$ cat config.mk
export PLATFORM = sky130hd
export DESIGN_NAME = tick_musical_time_converter_top
export DESIGN_NICKNAME = d
export VERILOG_FILES = /design/src/rtl/core/tmc_pkg.sv /design/src/rtl/core/tick_musical_time_converter_top.sv /design/src/rtl/core/tmc_ram.sv /design/src/rtl/core/tmc_div.sv
export VERILOG_INCLUDE_DIRS = /design/src /design/src/rtl/core
export SDC_FILE = /design/constraint.sdc
export NUM_CORES = 2
export LEC_CHECK = 0
export ABC_AREA = 1
export ABC_CLOCK_PERIOD_IN_PS = 7000
export BUFFER_PORTS_ARGS = -buffer_cell sky130_fd_sc_hd__clkbuf_2
export CORE_UTILIZATION = 30
export CTS_CLUSTER_SIZE = 25
export DETAILED_ROUTE_END_ITERATION = 12
export PLACE_DENSITY = 0.56
export SLEW_MARGIN = 20
export SYNTH_ARGS = -nofsm -noshare
export SYNTH_HDL_FRONTEND = slang
export SYNTH_SLANG_ARGS = --single-unit
$ cat constraint.sdc
create_clock -name clk -period 7 [get_ports clk]
set_clock_uncertainty 0.1 [all_clocks]
set_input_delay 0.35 -clock clk [delete_from_list [all_inputs] [get_ports clk]]
set_output_delay 0.35 -clock clk [all_outputs]
set_load 0.005 [all_outputs]
$ cat src/rtl/core/tick_musical_time_converter_top_defines.svh
// Assertion macros for the tick/position converter.
`ifndef TICK_MUSICAL_TIME_CONVERTER_TOP_DEFINES_SVH
`define TICK_MUSICAL_TIME_CONVERTER_TOP_DEFINES_SVH
`ifndef SYNTHESIS
`define TMC_ASSERT_NOW(lbl, ante, cons) \
	lbl: assert property (@(posedge clk) disable iff (!arst_n) (ante) |-> (cons)) \
		else $error("tmc assertion failed");
`define TMC_ASSERT_NEXT(lbl, ante, cons) \
	lbl: assert property (@(posedge clk) disable iff (!arst_n) (ante) |=> (cons)) \
		else $error("tmc assertion failed");
`else
`define TMC_ASSERT_NOW(lbl, ante, cons)
`define TMC_ASSERT_NEXT(lbl, ante, cons)
`endif
`endif

$ cat src/rtl/core/tmc_pkg.sv
`timescale 1ns / 1ps
package tmc_pkg;
	localparam int unsigned MAP_DEPTH_DEF = 16;
	localparam int unsigned TICK_W     = 32;
	localparam int unsigned BAR_W      = 24;
	localparam int unsigned BEAT_IN_W  = 8;
	localparam int unsigned OFF_W      = 16;
	localparam int unsigned BEATS_W    = 6;
	localparam int unsigned UNIT_W     = 7;
	localparam int unsigned TPQ_W      = 10;
	localparam int unsigned ACT_W      = 5;
	localparam int unsigned KIND_W     = 2;
	localparam int unsigned IDX_W      = 4;
	localparam int unsigned STATUS_W   = 2;
	localparam int unsigned CFG_IDX_W  = 2;
	localparam int unsigned CFG_DATA_W = 10;
	localparam int unsigned ENTRY_W    = TICK_W + BEATS_W + UNIT_W;
	// quarters per whole note as a shift
	localparam int unsigned QPW_SHIFT  = 2;
	localparam int unsigned LEN_W      = 18;
	localparam int unsigned SEG_TICK_W = 34;
	localparam int unsigned SEG_BAR_W  = 35;
	localparam int unsigned DIV_NUM_W  = 34;
	localparam int unsigned DIV_DEN_W  = LEN_W;
	localparam int unsigned MUL_A_W    = 34;
	localparam int unsigned PROD_W     = MUL_A_W + LEN_W;
	localparam int unsigned ACC_W      = 44;

	localparam logic [TPQ_W-1:0]   TPQ_RESET     = 10'd480;
	localparam logic [BEATS_W-1:0] DEFAULT_BEATS = 6'd4;

	typedef logic [KIND_W-1:0] kind_t;
	localparam kind_t KIND_LOAD = 2'd0;
	localparam kind_t KIND_T2P  = 2'd1;
	localparam kind_t KIND_P2T  = 2'd2;

	typedef logic [STATUS_W-1:0] status_t;
	localparam status_t ST_OK      = 2'd0;
	localparam status_t ST_INVALID = 2'd1;
	localparam status_t ST_SAT     = 2'd2;

	typedef logic [CFG_IDX_W-1:0] cfg_idx_t;
	localparam cfg_idx_t CFG_TPQ    = 2'd0;
	localparam cfg_idx_t CFG_ACTIVE = 2'd1;

	typedef struct packed {
		logic                 go;
		logic [DIV_NUM_W-1:0] num;
		logic [DIV_DEN_W-1:0] den;
	} div_req_t;

	typedef struct packed {
		logic                 done;
		logic [DIV_NUM_W-1:0] quot;
		logic [DIV_DEN_W-1:0] rem;
	} div_rsp_t;

	typedef enum logic [4:0] {
		S_IDLE, S_DISPATCH, S_NEXT, S_READ, S_DIV_N, S_MUL_N, S_CHECK,
		S_DIV_BAR, S_DIV_BEAT, S_FINAL, S_DIV_REM, S_DIV_POS, S_MUL_OFF,
		S_FIN_POS, S_MUL_BAR, S_MUL_BEAT, S_FIN_TICK
	} state_t;
endpackage

$ cat src/rtl/core/tick_musical_time_converter_top.sv
// A load writes its map entry at dispatch and then raises done; a query walks the
// active map entries in order, each map step running up to three passes of the
// shared divider, then runs its final divide or multiply steps and raises done.
// Throughput: one item at a time; start is taken once busy falls.
// Reset clears control and configuration (480 ticks a quarter, no entries);
// the map holds no valid data until loaded. Results cannot be stalled.
`timescale 1ns / 1ps
`include "tick_musical_time_converter_top_defines.svh"
module tick_musical_time_converter_top #(
	parameter int unsigned MAP_DEPTH = tmc_pkg::MAP_DEPTH_DEF
) (
	input  logic                              clk,
	input  logic                              arst_n,
	input  logic                              start,
	output logic                              busy,
	input  logic [tmc_pkg::KIND_W-1:0]        kind,
	input  logic [tmc_pkg::IDX_W-1:0]         entry_index,
	input  logic [tmc_pkg::TICK_W-1:0]        change_tick,
	input  logic [tmc_pkg::BEATS_W-1:0]       new_beats_per_bar,
	input  logic [tmc_pkg::UNIT_W-1:0]        new_beat_unit,
	input  logic [tmc_pkg::TICK_W-1:0]        target_tick,
	input  logic [tmc_pkg::BAR_W-1:0]         target_bar,
	input  logic [tmc_pkg::BEAT_IN_W-1:0]     target_beat,
	input  logic signed [tmc_pkg::OFF_W-1:0]  target_offset,
	input  logic                              cfg_valid,
	output logic                              cfg_ready,
	input  logic [tmc_pkg::CFG_IDX_W-1:0]     cfg_index,
	input  logic [tmc_pkg::CFG_DATA_W-1:0]    cfg_data,
	output logic                              done,
	output logic [tmc_pkg::TICK_W-1:0]        out_tick,
	output logic [tmc_pkg::BAR_W-1:0]         out_bar,
	output logic [tmc_pkg::BEATS_W-1:0]       out_beat,
	output logic [tmc_pkg::OFF_W-1:0]         out_offset,
	output logic [tmc_pkg::STATUS_W-1:0]      status
);
	import tmc_pkg::*;

	localparam int unsigned AW = (MAP_DEPTH > 1) ? $clog2(MAP_DEPTH) : 1;
	localparam int unsigned CW = $clog2(MAP_DEPTH + 1);

	state_t state_q, state_d;

	logic [TPQ_W-1:0] tpq_q;
	logic [ACT_W-1:0] active_q;
	logic [TPQ_W-1:0] tpq_eff;
	logic [CW-1:0]    ent_count;
	logic [CW-1:0]    ent_idx_q;
	logic             done_q;

	// latched item
	kind_t                 kind_q;
	logic [IDX_W-1:0]      idx_q;
	logic [TICK_W-1:0]     ctick_q;
	logic [BEATS_W-1:0]    nbeats_q;
	logic [UNIT_W-1:0]     nunit_q;
	logic [TICK_W-1:0]     target_q;
	logic [BAR_W-1:0]      tbar_q;
	logic [BEAT_IN_W-1:0]  tbeat_q;
	logic [OFF_W-1:0]      toff_q;

	// current segment
	logic [SEG_TICK_W-1:0] seg_tick_q;
	logic [SEG_BAR_W-1:0]  seg_bar_q;
	logic [LEN_W-1:0]      bar_len_q;
	logic [LEN_W-1:0]      beat_len_q;
	logic [BEATS_W-1:0]    beats_q;

	// entry under inspection
	logic [BEATS_W-1:0]    e_beats_q;
	logic [UNIT_W-1:0]     e_unit_q;
	logic [DIV_NUM_W-1:0]  n_q;
	logic [PROD_W-1:0]     prod_q;
	logic [ACC_W-1:0]      acc_q;
	logic [LEN_W-1:0]      rem_q;
	logic [SEG_BAR_W:0]    bar_res_q;
	logic [BEATS_W-1:0]    beat_q;

	// results
	logic [TICK_W-1:0]     res_tick_q;
	logic [BAR_W-1:0]      res_bar_q;
	logic [BEATS_W-1:0]    res_beat_q;
	logic [OFF_W-1:0]      res_off_q;
	status_t               res_status_q;

	logic                  ram_we, ram_re;
	logic [ENTRY_W-1:0]    ram_wdata, ram_rdata;
	logic [TICK_W-1:0]     rd_tick;
	logic [BEATS_W-1:0]    rd_beats;
	logic [UNIT_W-1:0]     rd_unit;

	div_req_t              div_req;
	div_rsp_t              div_rsp;

	logic                  mul_en;
	logic [MUL_A_W-1:0]    mul_a;
	logic [LEN_W-1:0]      mul_b;

	logic                  idx_ok, pos_bad, stop;
	logic [SEG_TICK_W-1:0] rd_tick_ext, ceil_num, a_val;
	logic [SEG_BAR_W:0]    bar_after;
	logic [LEN_W-1:0]      bar_num, bar_new, beat_new;
	logic [LEN_W-1:0]      off_full;
	logic [ACC_W-1:0]      tick_sum;

	assign tpq_eff   = (tpq_q == '0) ? TPQ_W'(1) : tpq_q;
	assign ent_count = (32'(active_q) > MAP_DEPTH) ? CW'(MAP_DEPTH) : CW'(active_q);
	assign idx_ok    = 32'(idx_q) < MAP_DEPTH;
	assign pos_bad   = (tbar_q == '0) || (tbeat_q == '0) || toff_q[OFF_W-1];

	assign ram_wdata = {ctick_q, nbeats_q, nunit_q};
	assign {rd_tick, rd_beats, rd_unit} = ram_rdata;
	assign rd_tick_ext = SEG_TICK_W'(rd_tick);
	assign ceil_num  = rd_tick_ext - seg_tick_q + SEG_TICK_W'(bar_len_q) - SEG_TICK_W'(1);
	assign a_val     = seg_tick_q + SEG_TICK_W'(prod_q);
	assign bar_after = (SEG_BAR_W+1)'(seg_bar_q) + (SEG_BAR_W+1)'(n_q);
	assign stop      = (kind_q == KIND_T2P) ? (SEG_TICK_W'(target_q) < a_val)
	                                        : ((SEG_BAR_W+1)'(tbar_q) < bar_after);
	assign bar_num   = LEN_W'((LEN_W'(e_beats_q) * LEN_W'(tpq_eff)) << QPW_SHIFT);
	assign bar_new   = (div_rsp.quot[LEN_W-1:0] == '0) ? LEN_W'(1) : div_rsp.quot[LEN_W-1:0];
	assign beat_new  = bar_new;
	assign off_full  = rem_q - prod_q[LEN_W-1:0];
	assign tick_sum  = acc_q + ACC_W'(prod_q) + ACC_W'(toff_q[OFF_W-2:0]);

	tmc_ram #(
		.WIDTH(ENTRY_W),
		.DEPTH(MAP_DEPTH),
		.AW   (AW)
	) u_map (
		.clk  (clk),
		.we   (ram_we),
		.waddr(AW'(idx_q)),
		.wdata(ram_wdata),
		.re   (ram_re),
		.raddr(ent_idx_q[AW-1:0]),
		.rdata(ram_rdata)
	);

	tmc_div u_div (
		.clk   (clk),
		.arst_n(arst_n),
		.req   (div_req),
		.rsp   (div_rsp)
	);

	always_ff @(posedge clk or negedge arst_n) begin
		if (!arst_n) begin
			state_q <= S_IDLE;
		end else begin
			state_q <= state_d;
		end
	end

	always_comb begin
		state_d = state_q;
		div_req = '0;
		ram_we  = 1'b0;
		ram_re  = 1'b0;
		mul_en  = 1'b0;
		mul_a   = '0;
		mul_b   = '0;
		unique case (state_q)
			S_IDLE: begin
				if (start) begin
					state_d = S_DISPATCH;
				end
			end
			S_DISPATCH: begin
				unique case (kind_q)
					KIND_LOAD: begin
						ram_we  = idx_ok;
						state_d = S_IDLE;
					end
					KIND_T2P: state_d = S_NEXT;
					KIND_P2T: state_d = pos_bad ? S_IDLE : S_NEXT;
					default:  state_d = S_IDLE;
				endcase
			end
			S_NEXT: begin
				if (ent_idx_q == ent_count) begin
					state_d = S_FINAL;
				end else begin
					ram_re  = 1'b1;
					state_d = S_READ;
				end
			end
			S_READ: begin
				if (rd_beats == '0 || rd_unit == '0) begin
					state_d = S_NEXT;
				end else if (rd_tick_ext <= seg_tick_q) begin
					state_d = S_CHECK;
				end else begin
					div_req = '{go: 1'b1, num: DIV_NUM_W'(ceil_num), den: bar_len_q};
					state_d = S_DIV_N;
				end
			end
			S_DIV_N: begin
				if (div_rsp.done) begin
					state_d = S_MUL_N;
				end
			end
			S_MUL_N: begin
				mul_en  = 1'b1;
				mul_a   = MUL_A_W'(n_q);
				mul_b   = bar_len_q;
				state_d = S_CHECK;
			end
			S_CHECK: begin
				if (stop) begin
					state_d = S_FINAL;
				end else begin
					div_req = '{go: 1'b1, num: DIV_NUM_W'(bar_num),
						den: DIV_DEN_W'(e_unit_q)};
					state_d = S_DIV_BAR;
				end
			end
			S_DIV_BAR: begin
				if (div_rsp.done) begin
					div_req = '{go: 1'b1, num: DIV_NUM_W'(bar_new),
						den: DIV_DEN_W'(beats_q)};
					state_d = S_DIV_BEAT;
				end
			end
			S_DIV_BEAT: begin
				if (div_rsp.done) begin
					state_d = S_NEXT;
				end
			end
			S_FINAL: begin
				if (kind_q == KIND_T2P) begin
					div_req = '{go: 1'b1,
						num: DIV_NUM_W'(SEG_TICK_W'(target_q) - seg_tick_q),
						den: bar_len_q};
					state_d = S_DIV_REM;
				end else begin
					state_d = S_MUL_BAR;
				end
			end
			S_DIV_REM: begin
				if (div_rsp.done) begin
					div_req = '{go: 1'b1, num: DIV_NUM_W'(div_rsp.rem), den: beat_len_q};
					state_d = S_DIV_POS;
				end
			end
			S_DIV_POS: begin
				if (div_rsp.done) begin
					state_d = S_MUL_OFF;
				end
			end
			S_MUL_OFF: begin
				mul_en  = 1'b1;
				mul_a   = MUL_A_W'(beat_q);
				mul_b   = beat_len_q;
				state_d = S_FIN_POS;
			end
			S_FIN_POS: state_d = S_IDLE;
			S_MUL_BAR: begin
				mul_en  = 1'b1;
				mul_a   = MUL_A_W'(tbar_q - seg_bar_q[BAR_W-1:0]);
				mul_b   = bar_len_q;
				state_d = S_MUL_BEAT;
			end
			S_MUL_BEAT: begin
				mul_en  = 1'b1;
				mul_a   = MUL_A_W'(tbeat_q - BEAT_IN_W'(1));
				mul_b   = beat_len_q;
				state_d = S_FIN_TICK;
			end
			S_FIN_TICK: state_d = S_IDLE;
			default:    state_d = S_IDLE;
		endcase
	end

	// control and configuration
	always_ff @(posedge clk or negedge arst_n) begin
		if (!arst_n) begin
			tpq_q     <= TPQ_RESET;
			active_q  <= '0;
			done_q    <= 1'b0;
			ent_idx_q <= '0;
		end else begin
			done_q <= (state_q != S_IDLE) && (state_d == S_IDLE);
			if (cfg_valid && cfg_ready) begin
				case (cfg_index)
					CFG_TPQ:    tpq_q    <= cfg_data[TPQ_W-1:0];
					CFG_ACTIVE: active_q <= cfg_data[ACT_W-1:0];
					default:    ;
				endcase
			end
			if (state_q == S_DISPATCH) begin
				ent_idx_q <= '0;
			end else if ((state_q == S_READ && (rd_beats == '0 || rd_unit == '0)) ||
			             (state_q == S_DIV_BEAT && div_rsp.done)) begin
				ent_idx_q <= ent_idx_q + CW'(1);
			end
		end
	end

	always_ff @(posedge clk) begin
		if (mul_en) begin
			prod_q <= PROD_W'(mul_a) * PROD_W'(mul_b);
		end
		case (state_q)
			S_IDLE: begin
				if (start) begin
					kind_q   <= kind;
					idx_q    <= entry_index;
					ctick_q  <= change_tick;
					nbeats_q <= new_beats_per_bar;
					nunit_q  <= new_beat_unit;
					target_q <= target_tick;
					tbar_q   <= target_bar;
					tbeat_q  <= target_beat;
					toff_q   <= target_offset;
				end
			end
			S_DISPATCH: begin
				// default 4/4 segment from tick 0, bar 1
				seg_tick_q   <= '0;
				seg_bar_q    <= SEG_BAR_W'(1);
				bar_len_q    <= LEN_W'(tpq_eff) << QPW_SHIFT;
				beat_len_q   <= LEN_W'(tpq_eff);
				beats_q      <= DEFAULT_BEATS;
				res_tick_q   <= '0;
				res_bar_q    <= '0;
				res_beat_q   <= '0;
				res_off_q    <= '0;
				res_status_q <= (kind_q == KIND_LOAD) ? ST_OK : ST_INVALID;
			end
			S_READ: begin
				e_beats_q <= rd_beats;
				e_unit_q  <= rd_unit;
				n_q       <= '0;
				prod_q    <= '0;
			end
			S_DIV_N: begin
				if (div_rsp.done) begin
					n_q <= div_rsp.quot;
				end
			end
			S_CHECK: begin
				if (!stop) begin
					seg_tick_q <= a_val;
					seg_bar_q  <= bar_after[SEG_BAR_W-1:0];
					beats_q    <= e_beats_q;
				end
			end
			S_DIV_BAR: begin
				if (div_rsp.done) begin
					bar_len_q <= bar_new;
				end
			end
			S_DIV_BEAT: begin
				if (div_rsp.done) begin
					beat_len_q <= beat_new;
				end
			end
			S_DIV_REM: begin
				if (div_rsp.done) begin
					bar_res_q <= (SEG_BAR_W+1)'(seg_bar_q) + (SEG_BAR_W+1)'(div_rsp.quot);
					rem_q     <= div_rsp.rem;
				end
			end
			S_DIV_POS: begin
				if (div_rsp.done) begin
					// last beat absorbs the slack of the bar
					if (div_rsp.quot > DIV_NUM_W'(beats_q - BEATS_W'(1))) begin
						beat_q <= beats_q - BEATS_W'(1);
					end else begin
						beat_q <= div_rsp.quot[BEATS_W-1:0];
					end
				end
			end
			S_FIN_POS: begin
				res_tick_q   <= '0;
				res_beat_q   <= beat_q + BEATS_W'(1);
				res_status_q <= ST_OK;
				if (|bar_res_q[SEG_BAR_W:BAR_W]) begin
					res_bar_q    <= '1;
					res_status_q <= ST_SAT;
				end else begin
					res_bar_q <= bar_res_q[BAR_W-1:0];
				end
				if (|off_full[LEN_W-1:OFF_W]) begin
					res_off_q    <= '1;
					res_status_q <= ST_SAT;
				end else begin
					res_off_q <= off_full[OFF_W-1:0];
				end
			end
			S_MUL_BEAT: begin
				acc_q <= ACC_W'(seg_tick_q) + ACC_W'(prod_q);
			end
			S_FIN_TICK: begin
				res_bar_q  <= '0;
				res_beat_q <= '0;
				res_off_q  <= '0;
				if (|tick_sum[ACC_W-1:TICK_W]) begin
					res_tick_q   <= '1;
					res_status_q <= ST_SAT;
				end else begin
					res_tick_q   <= tick_sum[TICK_W-1:0];
					res_status_q <= ST_OK;
				end
			end
			default: ;
		endcase
	end

	assign busy       = (state_q != S_IDLE);
	// take configuration only while no item is in flight
	assign cfg_ready  = !busy;
	assign done       = done_q;
	assign out_tick   = res_tick_q;
	assign out_bar    = res_bar_q;
	assign out_beat   = res_beat_q;
	assign out_offset = res_off_q;
	assign status     = res_status_q;

	`TMC_ASSERT_NEXT(a_accept_goes_busy, start && !busy, busy)
	`TMC_ASSERT_NOW(a_done_after_work, done, $past(busy))
	`TMC_ASSERT_NOW(a_one_result_kind, done, out_tick == '0 || out_bar == '0)
endmodule

$ cat src/rtl/core/tmc_ram.sv
`timescale 1ns / 1ps
module tmc_ram #(
	parameter int unsigned WIDTH = tmc_pkg::ENTRY_W,
	parameter int unsigned DEPTH = tmc_pkg::MAP_DEPTH_DEF,
	parameter int unsigned AW    = (DEPTH > 1) ? $clog2(DEPTH) : 1
) (
	input  logic             clk,
	input  logic             we,
	input  logic [AW-1:0]    waddr,
	input  logic [WIDTH-1:0] wdata,
	input  logic             re,
	input  logic [AW-1:0]    raddr,
	output logic [WIDTH-1:0] rdata
);
	logic [WIDTH-1:0] mem [DEPTH];

	always_ff @(posedge clk) begin
		if (we) begin
			mem[waddr] <= wdata;
		end
		if (re) begin
			rdata <= mem[raddr];
		end
	end
endmodule

$ cat src/rtl/core/tmc_div.sv
`timescale 1ns / 1ps
module tmc_div (
	input  logic              clk,
	input  logic              arst_n,
	input  tmc_pkg::div_req_t req,
	output tmc_pkg::div_rsp_t rsp
);
	import tmc_pkg::*;

	localparam int unsigned CNT_W = $clog2(DIV_NUM_W + 1);

	logic [CNT_W-1:0]     cnt_q;
	logic                 done_q;
	logic [DIV_NUM_W-1:0] quo_q;
	logic [DIV_DEN_W-1:0] rem_q;
	logic [DIV_DEN_W-1:0] den_q;
	logic [DIV_DEN_W:0]   trial;
	logic                 fits;

	// restoring division, one quotient bit a cycle
	assign trial = {rem_q, quo_q[DIV_NUM_W-1]};
	assign fits  = trial >= {1'b0, den_q};

	always_ff @(posedge clk or negedge arst_n) begin
		if (!arst_n) begin
			cnt_q  <= '0;
			done_q <= 1'b0;
		end else begin
			done_q <= (cnt_q == CNT_W'(1));
			if (req.go) begin
				cnt_q <= CNT_W'(DIV_NUM_W);
			end else if (cnt_q != '0) begin
				cnt_q <= cnt_q - CNT_W'(1);
			end
		end
	end

	always_ff @(posedge clk) begin
		if (req.go) begin
			quo_q <= req.num;
			rem_q <= '0;
			den_q <= req.den;
		end else if (cnt_q != '0) begin
			rem_q <= fits ? DIV_DEN_W'(trial - {1'b0, den_q}) : trial[DIV_DEN_W-1:0];
			quo_q <= {quo_q[DIV_NUM_W-2:0], fits};
		end
	end

	assign rsp = '{done: done_q, quot: quo_q, rem: rem_q};
endmodule

# Yosys cells after proc, flatten, opt, wreduce, memory -nomap -nowiden
# Memory sizes are Yosys's and may differ from the RTL's. A register that Yosys moved wholly into a read port is not among the register bits.
# Cells that the tools add are included.
# word_totals
register_bits,620
ramBits,720
in_bits,147
wordCells,202
memories,1
# mem_list
name,depth,word_bits,read_ports,rd_ports_with_merged_regs,write_ports,line,source
u_map.mem,16,45,1,1,1,tmc_ram.sv:15,logic [WIDTH-1:0] mem [DEPTH];
# classes
n_addsub,19
mul,2
n_lt_le_gt_ge,6
n_eq_ne,25
n_mux,65
n_reduce_logical,47
# ops
operator,n
53-bit 2-to-1 mux,6
53-bit one-hot mux with 5 select lines,1
34-bit 2-to-1 mux,4
34-bit one-hot mux with 2 select lines,2
34-bit one-hot mux with 4 select lines,1
18-bit one-hot mux with 2 select lines,3
5-bit one-hot mux with 15 select lines,1
35-bit by 34-bit adder with 36-bit output,2
35-bit one-hot mux with 2 select lines,1
32-bit by 34-bit subtractor with 34-bit output,2
32-bit one-hot mux with 2 select lines,1
18-bit 2-to-1 mux,3
24-bit one-hot mux with 2 select lines,1
5-bit 2-to-1 mux,9
34-bit by 44-bit adder with 44-bit output,1
44-bit by 15-bit adder with 44-bit output,1
44-bit adder,1
34-bit by 18-bit multiplier with 44-bit output,1
5-bit by 4-bit equality test with 1-bit output (second input constant),8
24-bit by 36-bit < comparator with 1-bit output,1
18-bit subtractor,2
35-bit 2-to-1 mux,1
34-bit by 18-bit adder with 34-bit output,1
34-bit adder,1
other kinds (55),109

# Longest topological paths before layout
# logic_depth
ltp_word,8
ltp_mapped,46
depth_no_buf,46

# By module
# A second synthesis with hierarchy kept.
# unflattened
hier_cells,10625
hier_area_um2,95054.9
# by_module_without_submodules
mod,instances,cells_per_inst,area_each_um2
tick_musical_time_converter_top,1,7114,58432.3
tmc_ram,1,2967,32262.2
tmc_div,1,544,4360.4

# Worst setup path after synthesis
# Ideal clock, no wire load.
# synth_path
kind,flip-flop to flip-flop
from,register state_q[3]
to,register done_q (netlist: done)
setup_time_ns,0.119
arrival_ns,7.309
path_slack_ns,-0.528
path_stages_with_launch,11
period_less_slack_ns,7.528
cell_sequence,dfrtp_1 > nor2_1 > inv_1 > nor2_1 > inv_1 > nor2_1 > nor4_1 > nand3_1 > nor2_1 > nand2_1 > nor2_1
# synth_rtl
item,line,source
from (decl),tick_musical_time_converter_top.sv:41,"state_t state_q, state_d;"
from (signal assigned),tick_musical_time_converter_top.sv:149,state_q <= state_d;
5-bit nonzero test,--,
named net busy,tick_musical_time_converter_top.sv:15,"output logic busy,"
1-bit logical AND,tick_musical_time_converter_top.sv:281,done_q <= (state_q != S_IDLE) && (state_d == S_IDLE);
to (signal assigned),tick_musical_time_converter_top.sv:281,
to (decl),tick_musical_time_converter_top.sv:48,logic done_q;
# The timed path passes the listed nets, and every way through them passes these cells.
# A chain may end at the register's enable or synchronous reset.

# Final worst setup path
# layout_path
from,register seg_bar_q[0]
to,register prod_q[38]
# layout_between
elab_chain_cells,3
# layout_lines
item,line,source
from (decl),tick_musical_time_converter_top.sv:63,logic [SEG_BAR_W-1:0] seg_bar_q;
from (signal assigned),tick_musical_time_converter_top.sv:343,seg_bar_q <= bar_after[SEG_BAR_W-1:0];
24-bit by 24-bit subtractor with 25-bit output,tick_musical_time_converter_top.sv:258,mul_a = MUL_A_W'(tbar_q - seg_bar_q[BAR_W-1:0]);
34-bit one-hot mux with 4 select lines,tick_musical_time_converter_top.sv:161,unique case (state_q)
34-bit by 18-bit multiplier with 44-bit output,tick_musical_time_converter_top.sv:300,prod_q <= PROD_W'(mul_a) * PROD_W'(mul_b);
to (signal assigned),tick_musical_time_converter_top.sv:300,
to (decl),tick_musical_time_converter_top.sv:72,logic [PROD_W-1:0] prod_q;
# No other way between the ends.

==> impl_metrics.py <==
metrics = {
    "timing": {
        "period_share_pct": 109.4,
        "fin_crit_ns": 7.656,
        "maxSlewViolCount": 0,
        "max_slew.worst_pin.slew_ns": 1.171,
        "setup_viol": 28,
        "rsz0062_at_grt": "yes",
        "max_freq_mhz": 130.6,
        "slew_headroom_pct": 21.11,
        "finalHoldViolCount": 0,
        "setup_ws_ns": -0.6556,
    },
    "yosys": {
        "synthSimpleGateAreaFrac_pct": 14.37,
        "synth_top_family_by_area": "adder cells",
        "yosysSeqAreaShare_pct": 44.50,
        "synthCells": 9626,
        "synth-compound-area-share_pct": 11.35,
        "ys_ff_latch": 1385,
        "avgSynthCellArea_sq_um": 9.527,
        "synth_top_flop_cell": "edfxtp_1",
        "syn-cell-area_sq_um": 91710,
        "synth.net_count": 10880,
        "yosys-mux-area-fraction_pct": 0.06140,
        "synth_fa_ha_area_share_pct": 19.75,
        "synth_xor_area_share_pct": 2.167,
        "synth.distinct_cells": 73,
        "synth_edf_count": 1290,
        "synth-async-reset-ratio_pct": 2.383,
        "yosys_warnings": 0,
    },
    "outcome": {
        "violations": "setup timing",
        "outcome": "finished, violations left",
    },
    "critical_path": {
        "worstPathArrival_ns": 8.24,
        "cp_slowest_stage_delay_ns": 0.59,
        "r2r-end": "prod_q[38]",
        "critPathMostFrequentCell": "fa_1",
        "rrSetupSlack_ns": -0.66,
        "path_class": "flop to flop",
        "critical_path_required_ns": 7.58,
        "reg2reg_depth": 40,
        "start_kind": "flop",
        "r2r-start": "seg_bar_q[0]",
        "worstPathMaxFanout": 5,
        "crit_slowest_cell": "fa_2",
        "cp-end-kind": "flop",
    },
    "place": {
        "place_ws_ns": -0.8514,
        "hpwl_um": 238600,
        "port_buffers": 229,
        "gp_congestion": 0.9554,
        "post_dp_cell_area_sq_um": 102800,
    },
    "min_path": {
        "worstHoldEndpoint": "active_q[2]",
        "min_path_type": "primary input to flop",
        "holdCritStartpoint": "cfg_index[1]",
        "holdPathStages": 4,
    },
    "drt": {
        "drc_errors": 0,
        "wl_um": 318300,
        "ant_nets": 0,
        "dr_total_vias": 72655,
        "drt_first_iter_violations": 7087,
        "detail_route.wl_per_cell_um": 21.56,
        "first_pass_iters": 8,
        "viasPerCell": 4.923,
    },
    "grt": {
        "grt-ovfl-total": 0,
        "antenna_found_initial": 24,
        "first_global_vias": 71386,
        "grt_max_degree": 225,
        "grt.total_usage_pct": 20.28,
        "grt_pass1_wl_um": 464300,
    },
    "floorplan": {
        "die_x_um": 554.9,
        "die_h_um": 554.9,
        "io_pins": 230,
        "num_rows": 202,
        "core_sq_um": 303500,
        "start_util_pct": 30.21,
        "die-area_sq_um": 307900,
    },
    "final_layout": {
        "layout-drive-gt1-share_pct": 15.59,
        "fin_nets": 11807,
        "area_delta_synth_final_pct": 22.02,
        "fin_area_sq_um": 111900,
        "regArea_sq_um": 40820,
        "multi_input_comb_area_sq_um": 45840,
        "nFillCells": 30480,
    },
    "clock_network": {
        "numClockSinks": 1385,
        "cts.path.max_buffers": 4,
        "htree_levels": 4,
        "clock_insertion_delay_worst_skew_ns": 0.86,
        "cts.clk_slew.worst_paths_ns": 0.06,
        "cts_made_buffers": 165,
        "cts_tree": "done",
        "root_buffer": "clkbuf_16",
    },
    "power": {
        "powerDensity_nw_per_um2": 348.5,
        "p_leak_nw": 47.45,
        "max-vdd-ir-drop_mv": 0.2157,
    },
    "flow_run": {
        "max_cap_viol_count": 0,
    },
}
[layout by cell type (no fill, tap or decap), drive strengths merged, types with 62 or more instances in the layout]
cell type	Yosys	routed
o21ai	711	711
ha	539	539
xor2	142	142
nor2	1096	1096
buf	44	706
dlygate4sd3	0	144
o221ai	93	93
edfxtp	1290	1290
nand4	63	63
a21oi	547	547
inv	1556	1565
o211ai	79	79
dfxtp	62	62
clkbuf	275	423
fa	568	568
o22ai	148	148
nand3	317	317
clkinv	7	64
xnor2	84	84
nand2	1599	1599
[synthesized netlist by cell type, types with 10 or more instances]
cell type	n	area, sq um
nor2_1	1087	4080
o21a_1	19	142.6
nor3_1	58	290.3
fa_1	568	11370
o221ai_1	93	814.5
nor4_1	31	193.9
o211ai_1	65	488.0
a211oi_1	16	120.1
ha_1	539	6744
nand4_1	62	387.9
nand2_1	1591	5972
clkbuf_1	275	1032
a21o_1	45	337.8
o21ai_0	701	3508
a31oi_1	46	287.8
or2_2	31	193.9
dfrtp_1	29	725.7
o21bai_1	32	240.2
o211ai_2	14	175.2
buf_4	11	82.58
inv_1	1547	5807
nand3_2	17	170.2
dfxtp_1	62	1241
nand3_1	300	1501
o22ai_1	138	863.3
a21boi_0	10	75.07
nand3b_1	12	90.09
xor2_1	141	1235
a21oi_1	546	2733
xnor2_1	84	735.7
buf_1	20	75.07
edfxtp_1	1290	38740
[worst max-delay path: cells and delay by family (launching register included)]
family / cells / cell delay [ns]
compound gates: 9 / 1.26
buf+inv: 10 / 0.80
flops: 1 / 0.43
simple gates: 12 / 1.17
fa+ha+maj: 9 / 3.72
[through the flow]
step                instances  setup TNS [ns]  power (mW)  util [%]  hold WS [ns]
global placement        14243          -16.52       29.82     33.85        0.3275
detailed placement      14244          -17.38       29.87     33.86        0.3331
finish                  14758          -12.14       39.00     36.86       0.03139
CTS                     14731          -8.887       38.88     36.59      0.006896
global route            14757          -20.94       41.46     36.86       0.06084
floorplan                9626        -0.01683       23.00         -      -0.04559
[area by class of cell]
class,instances,share of cell area [%]
Antenna cell,3,0.006709
Tap cell,4080,4.562
Multi-Input combinational cell,6359,40.97
Clock buffer,194,3.787
Sequential cell,1385,36.48
Inverter,1563,5.283
Timing Repair Buffer,1079,7.984
Clock inverter,95,0.9314
[per-layer routing]
layer  GRT usage, %  share of wire [%]  vias to the layer above
met5              0             0.0094                        -
met4          6.784                3.7                        6
met3          2.895                6.9                      510
met2          34.14                 47                     2426
met1          26.61                 42                    35691
li1               -                  -                    34022
[logic make-up after synthesis]
logic type	after synthesis
fa+ha+maj	1107
compound gates	1793
xor+xnor	226
buf+inv	1882
flops	1385
simple gates	3228
mux	5
[power breakdown]
part / total, mW / internal [mW] / switching (mW)
Clock: 8.60 / 5.01 / 3.59
Sequential: 12.5 / 10.8 / 1.67
Combinational: 17.9 / 6.38 / 11.5
[how the worst max path moves through the flow]
stage | cells past startpoint | endpoint | from
2_1_floorplan | 40 | prod_q[40] | seg_bar_q[1]
3_3_place_gp | 42 | prod_q[38] | tbar_q[0]
3_5_place_dp | 43 | prod_q[43] | tbar_q[0]
4_1_cts | 41 | prod_q[43] | tbar_q[2]
5_1_grt | 40 | prod_q[38] | seg_bar_q[0]
6_report | 40 | prod_q[38] | seg_bar_q[0]
[registers in the layout, indices dropped and copies added (netlist names), 8 cells and up]
| register | flops |
|---|---|
| tpq_q | 10 |
| out_tick | 32 |
| toff_q | 16 |
| beat_len_q | 18 |
| rem_q | 18 |
| u_map.rdata | 45 |
| seg_tick_q | 34 |
| u_map.mem | 720 |
| u_div.den_q | 18 |
| u_div.rem_q | 18 |
| out_offset | 16 |
| acc_q | 44 |
| seg_bar_q | 35 |
| ctick_q | 32 |
| bar_res_q | 36 |
| u_div.quo_q | 34 |
| target_q | 32 |
| n_q | 34 |
| bar_len_q | 18 |
| tbeat_q | 8 |
| prod_q | 44 |
| out_bar | 24 |
| tbar_q | 24 |
[what timing repair did]
| item | 4_1_cts | 5_1_grt |
|---|---|---|
| pin swaps | 126 | 113 |
| endpoints found under the hold margin | 189 | 0 |
| resized for setup | 289 | 165 |
| hold buffers | 144 | 0 |
| cloned | 1 | 0 |
| setup endpoints to repair | 32 | 33 |
| setup buffers | 60 | 31 |
(Power assumes the default switching activity.)
